## config.mk

```make
export PLATFORM = sky130hd
export DESIGN_NAME = ita_ctrl
export DESIGN_NICKNAME = d
export VERILOG_FILES = /design/src/ita_pkg.sv /design/src/ita_ctrl.sv
export SDC_FILE = /design/constraint.sdc
export NUM_CORES = 1
export LEC_CHECK = 0
export BUFFER_PORTS_ARGS = -buffer_cell sky130_fd_sc_hd__buf_2
export CORE_AREA = 2 2 39 41
export CTS_CLUSTER_SIZE = 28
export DETAILED_ROUTE_END_ITERATION = 6
export DIE_AREA = 0 0 41 43
export PLACE_DENSITY = 0.61
export RECOVER_POWER = 50
export SLEW_MARGIN = 20
export SYNTH_ARGS = -nofsm -noshare
export SYNTH_HDL_FRONTEND = slang
export SYNTH_SLANG_ARGS = --single-unit
```

## constraint.sdc

```tcl
create_clock -name clk -period 1.8 [get_ports clk]
set_input_delay 0.36 -clock clk [delete_from_list [all_inputs] [get_ports clk]]
set_output_delay 0.36 -clock clk [all_outputs]
set_load 0.01 [all_outputs]
```

## src/ita_pkg.sv

```systemverilog
// ----------------------------------------------------------------------------
// ita_pkg
// Shared types, codes and constant tables of the IoU track association block.
// ----------------------------------------------------------------------------
package ita_pkg;

    localparam int BOX_W   = 12;
    localparam int SCORE_W = 16;
    localparam int ID_W    = 16;
    localparam int KEEP_W  = 6;
    localparam int DECAY_W = 17;

    // Operation codes of an input item.
    localparam logic OP_DET = 1'b0;
    localparam logic OP_EOF = 1'b1;

    // Result kinds.
    localparam logic [1:0] KIND_DET    = 2'd0;
    localparam logic [1:0] KIND_GHOST  = 2'd1;
    localparam logic [1:0] KIND_MARKER = 2'd2;

    localparam logic [KEEP_W-1:0] KEEP_RESET  = 6'd5;
    localparam logic [ID_W-1:0]   FRAME_RESET = 16'd1;

    typedef struct packed {
        logic               opcode;
        logic [BOX_W-1:0]   box_x;
        logic [BOX_W-1:0]   box_y;
        logic [BOX_W-1:0]   box_w;
        logic [BOX_W-1:0]   box_h;
        logic [SCORE_W-1:0] det_score;
    } req_t;

    typedef struct packed {
        logic [ID_W-1:0]    track_id;
        logic [BOX_W-1:0]   out_x;
        logic [BOX_W-1:0]   out_y;
        logic [BOX_W-1:0]   out_w;
        logic [BOX_W-1:0]   out_h;
        logic [SCORE_W-1:0] out_score;
        logic [1:0]         kind;
        logic               last;
    } res_t;

    typedef enum logic [3:0] {
        ST_IDLE,
        ST_DET_RD,
        ST_DET_GEOM,
        ST_DET_MUL,
        ST_DET_UNI,
        ST_DET_XMUL,
        ST_DET_CMP,
        ST_DET_WRITE,
        ST_FRM_RD,
        ST_FRM_AGE,
        ST_FRM_DONE
    } state_t;

    // Commands from the controller to the datapath.
    typedef struct packed {
        logic accept;
        logic rd;
        logic geom;
        logic mul;
        logic uni;
        logic xmul;
        logic cmp;
        logic idx_inc;
        logic det_write;
        logic frm_age;
        logic frm_done;
    } cmd_t;

    // Status from the datapath to the controller.
    typedef struct packed {
        logic slot_valid;
        logic ghost_cand;
        logic idx_last;
        logic xdone;
    } status_t;

    // Decay factors 0.7^age in Q1.16, one entry per age up to the keep-alive limit.
    typedef logic [(1 << KEEP_W)-1:0][DECAY_W-1:0] decay_lut_t;

    function automatic decay_lut_t build_decay_lut();
        decay_lut_t  lut;
        logic [63:0] p;
        lut    = '0;
        lut[0] = 17'd65536;
        p      = 64'h1_0000_0000;
        for (int a = 1; a < (1 << KEEP_W); a++)
        begin
            p      = (p * 64'd7 + 64'd5) / 64'd10;
            lut[a] = DECAY_W'((p + 64'd32768) >> 16);
        end
        return lut;
    endfunction

    localparam decay_lut_t DECAY_LUT = build_decay_lut();

endpackage

```

## src/ita_ctrl.sv

```systemverilog
// ----------------------------------------------------------------------------
// ita_ctrl
// Controller: sequences the slot scan for detections and end-of-frame items.
// ----------------------------------------------------------------------------
module ita_ctrl
    import ita_pkg::*;
(
    input  logic    clk,
    input  logic    rst_n,
    input  logic    start,
    input  logic    opcode,
    input  status_t status,
    output cmd_t    cmd,
    output logic    busy
);

    state_t state_reg;
    state_t state_next;

    // State register.
    always_ff @(posedge clk or negedge rst_n)
    begin
        if (!rst_n)
        begin
            state_reg <= ST_IDLE;
        end
        else
        begin
            state_reg <= state_next;
        end
    end

    // Next state and commands.
    always_comb
    begin
        cmd        = '0;
        state_next = state_reg;
        case (state_reg)
            ST_IDLE:
            begin
                if (start)
                begin
                    cmd.accept = 1'b1;
                    state_next = (opcode == OP_EOF) ? ST_FRM_RD : ST_DET_RD;
                end
            end
            ST_DET_RD:
            begin
                cmd.rd     = 1'b1;
                state_next = ST_DET_GEOM;
            end
            ST_DET_GEOM:
            begin
                cmd.geom = 1'b1;
                if (status.slot_valid)
                begin
                    state_next = ST_DET_MUL;
                end
                else if (status.idx_last)
                begin
                    state_next = ST_DET_WRITE;
                end
                else
                begin
                    cmd.idx_inc = 1'b1;
                    state_next  = ST_DET_RD;
                end
            end
            ST_DET_MUL:
            begin
                cmd.mul    = 1'b1;
                state_next = ST_DET_UNI;
            end
            ST_DET_UNI:
            begin
                cmd.uni    = 1'b1;
                state_next = ST_DET_XMUL;
            end
            ST_DET_XMUL:
            begin
                cmd.xmul = 1'b1;
                if (status.xdone)
                begin
                    state_next = ST_DET_CMP;
                end
            end
            ST_DET_CMP:
            begin
                cmd.cmp = 1'b1;
                if (status.idx_last)
                begin
                    state_next = ST_DET_WRITE;
                end
                else
                begin
                    cmd.idx_inc = 1'b1;
                    state_next  = ST_DET_RD;
                end
            end
            ST_DET_WRITE:
            begin
                cmd.det_write = 1'b1;
                state_next    = ST_IDLE;
            end
            ST_FRM_RD:
            begin
                if (status.ghost_cand)
                begin
                    cmd.rd     = 1'b1;
                    state_next = ST_FRM_AGE;
                end
                else if (status.idx_last)
                begin
                    state_next = ST_FRM_DONE;
                end
                else
                begin
                    cmd.idx_inc = 1'b1;
                end
            end
            ST_FRM_AGE:
            begin
                cmd.frm_age = 1'b1;
                if (status.idx_last)
                begin
                    state_next = ST_FRM_DONE;
                end
                else
                begin
                    cmd.idx_inc = 1'b1;
                    state_next  = ST_FRM_RD;
                end
            end
            ST_FRM_DONE:
            begin
                cmd.frm_done = 1'b1;
                state_next   = ST_IDLE;
            end
            default:
            begin
                state_next = ST_IDLE;
            end
        endcase
    end

    assign busy = (state_reg != ST_IDLE);

endmodule

```

* After elaboration in Yosys (flattened, before gate mapping) *
Index checks and enable logic that the tools add are counted.

cells by class
  equal/unequal tests = 13
  mux-type cells = 25
  reduce and logical (&&, ||, !) cells = 4

operator list
  operator            number
  $pmux 4 s9          1
  $mux 4              6
  $eq 4x3->1 const B  4
  $mux 1              14
  $eq 4x4->1 const B  3
  $eq 4x2->1 const B  2
  $eq 4x1->1 const B  1
  $logic_not 4->1     1
  $ne 2x2->1 const B  2
  $reduce_bool 4->1   1
  $mux 3              1
  $ne 3x3->1 const B  1
  $pmux 1 s3          1
  $reduce_and 3->1    1
  $mux 2              1
  $pmux 1 s2          1
  $reduce_or 2->1     1

word-level totals
  register bits after elaboration = 4
  bits of input ports = 8
  output and inout bits = 12
  word-level logic and storage cells = 43

* Longest topological paths before layout *
Gate-level depths: netlist of run 1.

  depth after elaboration = 3
  depth in mapped cells = 5
  gate-level depth less buffers = 4

* Worst setup path after synthesis of run 1 *
OpenSTA, ideal clock, no wires.

  path kind = reg-to-output
  start = register state_reg[0]
  end = output cmd[9] (netlist bit)
  data arrival time = 1.259 ns
  data required time = 1.440 ns
  setup slack = 0.181 ns
  cell stages (with the launch flop) = 5
  path buffers = 1
  cells stage by stage = dfrtp_1 buf_2 inv_1 mux2_2 nor3_1

RTL lines
  what                    line            text
  from (decl)             ita_ctrl.sv:17  state_t state_reg;
  from (signal assigned)  ita_ctrl.sv:29  state_reg <= state_next;
  to (decl)               ita_ctrl.sv:13  output cmd_t cmd,

==> results.txt, run 1 <==
The run finished with clean final reports. The post-synthesis net count came out at 66. The maximum level of the CTS H-tree came out at 1. Averaged over all synthesized cells, the footprint is 6.968 um^2. The part of the Yosys area used for sequential elements is 24.77%. The biggest area consumer among synthesized cells is sky130_fd_sc_hd__dfrtp_1. The switching portion of total power is 45.14%.

In the final routed layout, each cell accounts on average for 11.82 um. The TritonCTS buffer count is 3. In this run, the clock network consumes 10.5% of the power. The startpoint type of the worst setup path is a register.

The data arrival time of the critical path came out at 1420 ps. Yosys attributes the largest share of cell area to sky130_fd_sc_hd__dfrtp_1 (25%), sky130_fd_sc_hd__nor2_1 (6.5%), sky130_fd_sc_hd__nand2b_1 (6.2%). 20 I/O pins were placed.

The total overflow reported by the global router came out at 0. The number of buffers on the longest clock path is 2. The post-detailed-routing wire length is 1229 um. During placement, the flow inserted port buffers numbering 19. The required time of the critical path came out at 1440 ps.

TritonCTS built the clock tree. The area share of the leading cell type in the synthesized netlist came out at 24.77%. The global routing stage identified its most utilized layer as met2. The wire length of the first global-routing pass is 1752 um.

The worst setup path is captured at an output pin. The global-route track usage on met2 is 21.56%. The global-route met3 utilization is 1.571%. The post-layout net count came out at 98. The yosys synthesis warning count came out at 0. The via count of the first global-routing pass came to 444. The initial core utilization came out at 29.20%. The slack of the critical path came out at 22.71 ps. The count of endpoints failing hold in the final timing report is 0. sky130_fd_sc_hd__nor2_1 is the most common cell in the netlist. After filler insertion, the fill cell instance count of the layout stands at 145.

The number of DRC violations after detailed-routing iteration 0 came out at 11. The overall global routing resource usage is 14.70%. The diode insertion count for antenna repair is 0. Counting flops and latches in the post-synthesis netlist gives 4.

The count of final setup violators came out at 0. The worst relative slew slack came out at 85.06%. Counting distinct cell types in the post-synthesis netlist gives 24. The utilization of the core after routing is 46.29%. Yosys mapped a number of flops with a built-in enable equal to 0. The total number of vias is 551. Entering global routing, the biggest net connects 10 pins. The full die area is 1763 um^2.

In this run, flip-flops and latches consume 18.7% of the power. The synthesized cell area is 404.1 um^2. The post-route clock skew came out at 0.6673 ps. The internal cell power came out at 0.0005855 W.

The cell sitting at the root of the clock tree is a sky130_fd_sc_hd__clkbuf_4. The area growth from synthesis to final layout is 58.51%. IR analysis of the VDD net gives a maximum drop of 0.6903 mV. Setup repair after global routing could not meet its margin everywhere. Of all nets on the critical path, the largest fanout is 5.

The max-capacitance violation count is 0. The width of the chip came out at 41 um. Counting flops with an async set or reset pin after synthesis yields a share of 100.0%. The core box area is 1384 um^2. The number of nets still failing antenna checks after routing is 0. The number of DRC violations after detailed routing is 0. After detailed routing, the number of vias per cell comes to 5.298. In this run the power spent charging and discharging nets is 0.0004817 W.

The number of antenna violations at the first check in global routing came out at 0. The peak clock frequency supported by timing is 562.7 MHz. The max-slew violation total from the final report is 0. The fraction of layout cells with a size suffix above 1 is 48.86%. The clock insertion delay at the later pin of the skew report is 230 ps. The number of instances in the synthesized netlist is 58. The leakage power summed over all cells came out at 0.3095 nW. Global routing consumed, on the met1 layer, 17.53% of the routing resources.

Sorting the synthesized cells by how often they occur yields sky130_fd_sc_hd__nor2_1 (7), sky130_fd_sc_hd__nand2_1 (6). Per report_power, the combinational group accounts for 70.8% of the total. The die extent in y is 43 um. Detailed placement ended at an HPWL of 860.5 um. The number of detailed-route iterations in the first pass came out at 5. The setup TNS came out at 0 ps. The pre-CTS setup slack is 175.0 ps.

The kind of critical path is reg2out. Dividing total power by cell area gives a power density of 1666 nW/um^2. The commonest register cell after synthesis is sky130_fd_sc_hd__dfrtp_1. The portion of the clock cycle consumed by the worst path in the final layout is 98.74%.

Clock-pin slew was measured on the worst setup and hold paths at 40 ps. The clock net sink count came out at 4. The flip-flop count of the largest register, all copies and words added came out at 4. At the pin with the least slew margin, the transition time is 222.2 ps. The minimum clock period came out at 1777 ps. The path class of the tightest hold or removal check is in2reg.

The number of standard-cell rows in the floorplan is 14. The routability congestion estimate came out at 0.8913.
## layer usage
layer | up-vias | share of wire (%)
met4 | 0 | 1.7
met3 | 2 | 3.4
met1 | 263 | 45
met2 | 17 | 49
li1 | 269 | -
met5 | - | 0
## stage by stage
stage,instance area (um^2),total power (W),hold WS (ps),std cells
2_1_floorplan,404.1,0.0006023,64.41,58
3_3_place_gp,536.8,0.0008002,166.2,94
4_1_cts,595.6,0.0009753,423.7,101
5_1_grt,640.6,0.001151,456.3,104
3_5_place_dp,536.8,0.0008049,169.7,94
6_report,640.6,0.001067,445.3,104
## worst max-delay path, stage by stage, from the launching register on
cell and delay (ps):
sky130_fd_sc_hd__dfrtp_2 430, sky130_fd_sc_hd__or4_4 540, sky130_fd_sc_hd__nor2_2 80, sky130_fd_sc_hd__buf_2 120
## power by group through the flow
stage                     registers [W]  logic (W)  clock network, W
after floorplan                0.000163   0.000440                 0
after global placement         0.000201   0.000599                 0
after detailed placement       0.000202   0.000603                 0
after CTS                      0.000198   0.000659          0.000118
after global routing           0.000206   0.000821          0.000124
final                          0.000200   0.000755          0.000112
## logic make-up after synthesis
kind of cell | Yosys count | share of synthesized area (%)
and+or+nand+nor | 30 | 39.01
AOI/OAI and AO/OA | 16 | 25.70
buffers and inverters | 7 | 7.740
DFF | 4 | 24.77
muxes | 1 | 2.786
## worst paths after layout
kind,startpoint,endpoint,slack [ps],cells past startpoint
max in group asynchronous,rst_n,state_reg[3],1110,2
hold reg to reg,state_reg[3],state_reg[2],650,2
min in group asynchronous,rst_n,state_reg[1],490,2
setup reg to reg,state_reg[0],state_reg[0],300,4
setup / recovery,state_reg[0],cmd[10],20,3
hold / removal,status[0],state_reg[0],450,3
## what timing repair did
action,4_1_cts,5_1_grt
resized for setup,4,7
setup buffers,3,3
gates cloned,0,0
pin swaps,0,0
endpoints found under the hold margin,4,0
hold buffers,1,0
endpoints found under the setup margin,3,4
## final cells by class
| cell class | count | area (um^2) | share of cell area, % |
|---|---|---|---|
| clock buffer | 3 | 22.52 | 3.516 |
| sequential | 4 | 103.9 | 16.21 |
| inverter | 3 | 11.26 | 1.758 |
| timing repair buffer | 31 | 187.7 | 29.30 |
| multi-input combinational | 47 | 295.3 | 46.09 |
| tap | 16 | 20.02 | 3.125 |
## cells in the final DEF, fill, tap and decap left out, drive strengths merged
master       count
nand3            1
a211oi           1
nor4             1
inv              3
o31ai            1
nand4b           1
a21o             2
dlygate4sd3      1
clkbuf           4
a21oi            4
nor3             4
or4              2
a31oi            2
nand2            6
o21ai            3
nand2b           4
dfrtp            4
o221ai           1
or3              1
mux2             1
nor2             8
nor2b            2
a211o            2
buf             29
(Power assumes the default switching activity.)
==> run 2, diff against run 1 <==
==> constraint.sdc (replaced) <==
create_clock -name clk -period 1.91 [get_ports clk]
set_input_delay 0.382 -clock clk [delete_from_list [all_inputs] [get_ports clk]]
set_output_delay 0.382 -clock clk [all_outputs]
set_load 0.01 [all_outputs]
==> results.txt, run 2 (same netlist as run 1, synthesis figures left out) <==
For this block, the initial DRC count from the detailed router was 12. The diode insertion count for antenna repair came out at 0. The max-slew violation total from the final report came out at 0. The half-perimeter wire length of the detailed placement result came out at 817.1 um. The pre-CTS setup slack is 293.7 ps. The minimum clock period is 1833 ps. The initial core utilization is 29.20%. The worst-case vdd ir drop came out at 0.4524 mV. The worst register-to-register path begins at state_reg[0]. In this run the number of H-tree levels came out at 1. The core box area is 1384 um^2.

The top-level I/O count is 20. Clock tree synthesis inserted a total of 3 buffers. In this run the core area contains 14 standard-cell rows.

The number of nets still failing antenna checks after routing is 0. The startpoint identified for the worst hold timing path is status[0]. The flow ran to the end, and the final reports show no timing, DRC or antenna violations.

The non-filler instance count after layout is 97. The pin count of the biggest net entering global routing is 12. Setup repair after global routing left no endpoint under its margin.

The portion of the clock cycle consumed by the worst path in the final layout is 95.98%. The peak fanout along the critical path came out at 6. The worst register-to-register path has a depth of 4.

The final hold slack is 455.3 ps. The worst setup path is of the reg2out kind. The clock net sink count is 4. The total number of vias is 492. The average via count per standard cell came out at 5.072. Max-cap violations in this run came to 0.

Between clock sinks in the finished design, the worst skew comes to 6.417 ps. Relative to the synthesized area, the layout overhead comes to 37.77%. The worst setup path is launched from a register.

The top cell types in the final layout, fill and taps aside, are sky130_fd_sc_hd__buf_2 (17), sky130_fd_sc_hd__nor2_1 (7), sky130_fd_sc_hd__nand2_1 (6). The setup TNS is 0 ps. The power per cell area is 1532 nW/um^2.

Clock latency on the worst-skew pair, taken at its later pin, is 240 ps. The number of detailed-route iterations in the first pass came out at 4. The post-detailed-routing wire length came out at 1082 um.

The clock tree root driver cell is sky130_fd_sc_hd__clkbuf_4. The fraction of layout cells with a size suffix above 1 is 37.04%. The setup slack of the worst register-to-register path came out at 360 ps. The via count of the first global-routing pass was 450.

The count of endpoints failing hold in the final timing report came to 0. The flip-flop count of the largest register, all copies and words added came out at 4. STA classifies the critical path endpoint as an output pin. In this run the tightest slew margin relative to its limit is 79.90%. The count of buffers from port buffering is 19. The post-layout net count came out at 91. Setup violations remaining at the end of the flow were counted as 0. After detailed routing, the average wire length per cell comes to 11.15 um.

The CTS clock-pin slew for the worst setup and hold paths came out at 40 ps. The number of antenna violations at the first check in global routing came out at 0. The die covers 1763 um^2. The number of buffers on the longest clock path is 2. For the worst setup path, the data required time is 1530 ps. For hold timing, the worst endpoint is state_reg[0].

The transition time of the tightest slew-check pin came out at 301.5 ps. The die extent in y is 43 um. The wire length of the first global-routing pass is 1794 um. The peak clock frequency supported by timing is 545.5 MHz. The total overflow left after global routing is 0. Global routing used 15.32% of the available tracks across all layers. For the worst setup path, the data arrival time is 1450 ps.

The most common cell after layout, fill and taps aside is sky130_fd_sc_hd__buf_2. The slack of the critical path is 76.84 ps. The analysis attributes to cell leakage a power of 0.2506 nW.

In this run the critical register-to-register path is captured at state_reg[0]. For this run, design rule violations remaining after detail routing come to 0. In this run the worst hold path is classified as in2reg. The routability congestion estimate came out at 0.8666. TritonCTS built the clock tree. The worst hold path depth is 3. Measured along the x axis, the die boundary spans 41 um. After detailed placement, the design holds a cell count of 93.
## run 2: layer usage
layer  GRT usage, %  part of all wire (%)  up-vias  wire length [um]
met5              0                     0        -                 0
met4          10.00                  0.74        0                 8
met3          3.665                   4.4        2                48
met2          22.50                    49       12               525
met1          18.89                    46      224               499
li1               -                     -      254                 -
## run 2: through the flow
step | utilization, % | total power [W] | area (um^2)
after global routing | 40.24 | 0.0009368 | 556.8
after global placement | 38.25 | 0.0007427 | 529.3
after detailed placement | 38.25 | 0.0007440 | 529.3
final | 40.24 | 0.0008532 | 556.8
after CTS | 40.60 | 0.0008586 | 561.8
after floorplan | - | 0.0005676 | 404.1
## run 2: worst max-delay path: stages (launching register included)
cell                      delay (ps)
sky130_fd_sc_hd__dfrtp_2         440
sky130_fd_sc_hd__or4_4           560
sky130_fd_sc_hd__nor2_1           90
sky130_fd_sc_hd__buf_2           130
## run 2: how the worst max path moves through the flow
stage,start,end,slack [ps],depth (start not counted)
CTS,state_reg[3],cmd[3],40,4
global placement,state_reg[0],cmd[9],290,4
detailed placement,state_reg[3],cmd[10],290,3
global route,state_reg[1],cmd[10],10,3
finish,state_reg[1],cmd[10],80,3
floorplan,state_reg[0],cmd[9],270,4
## run 2: area by class of cell
cell class                 count  area [um^2]
inverter                       3        11.26
clock buffer                   3        22.52
fill                         150        827.0
tap                           16        20.02
sequential                     4        105.1
multi-input combinational     47        272.8
timing repair buffer          24        125.1
## run 2: power by group
group | total (W) | internal, W | switching [W]
sequential | 0.000217 | 0.000131 | 0.0000855
combinational | 0.000528 | 0.000243 | 0.000286
clock | 0.000108 | 0.0000705 | 0.0000378
total | 0.000853 | 0.000444 | 0.000409
## run 2: what timing repair did
action                                  in CTS  in global routing
buffers inserted                             0                  0
hold endpoints to repair                     4                  0
hold buffers                                 1                  0
gates resized for setup                      0                  5
endpoints found under the setup margin       0                  3
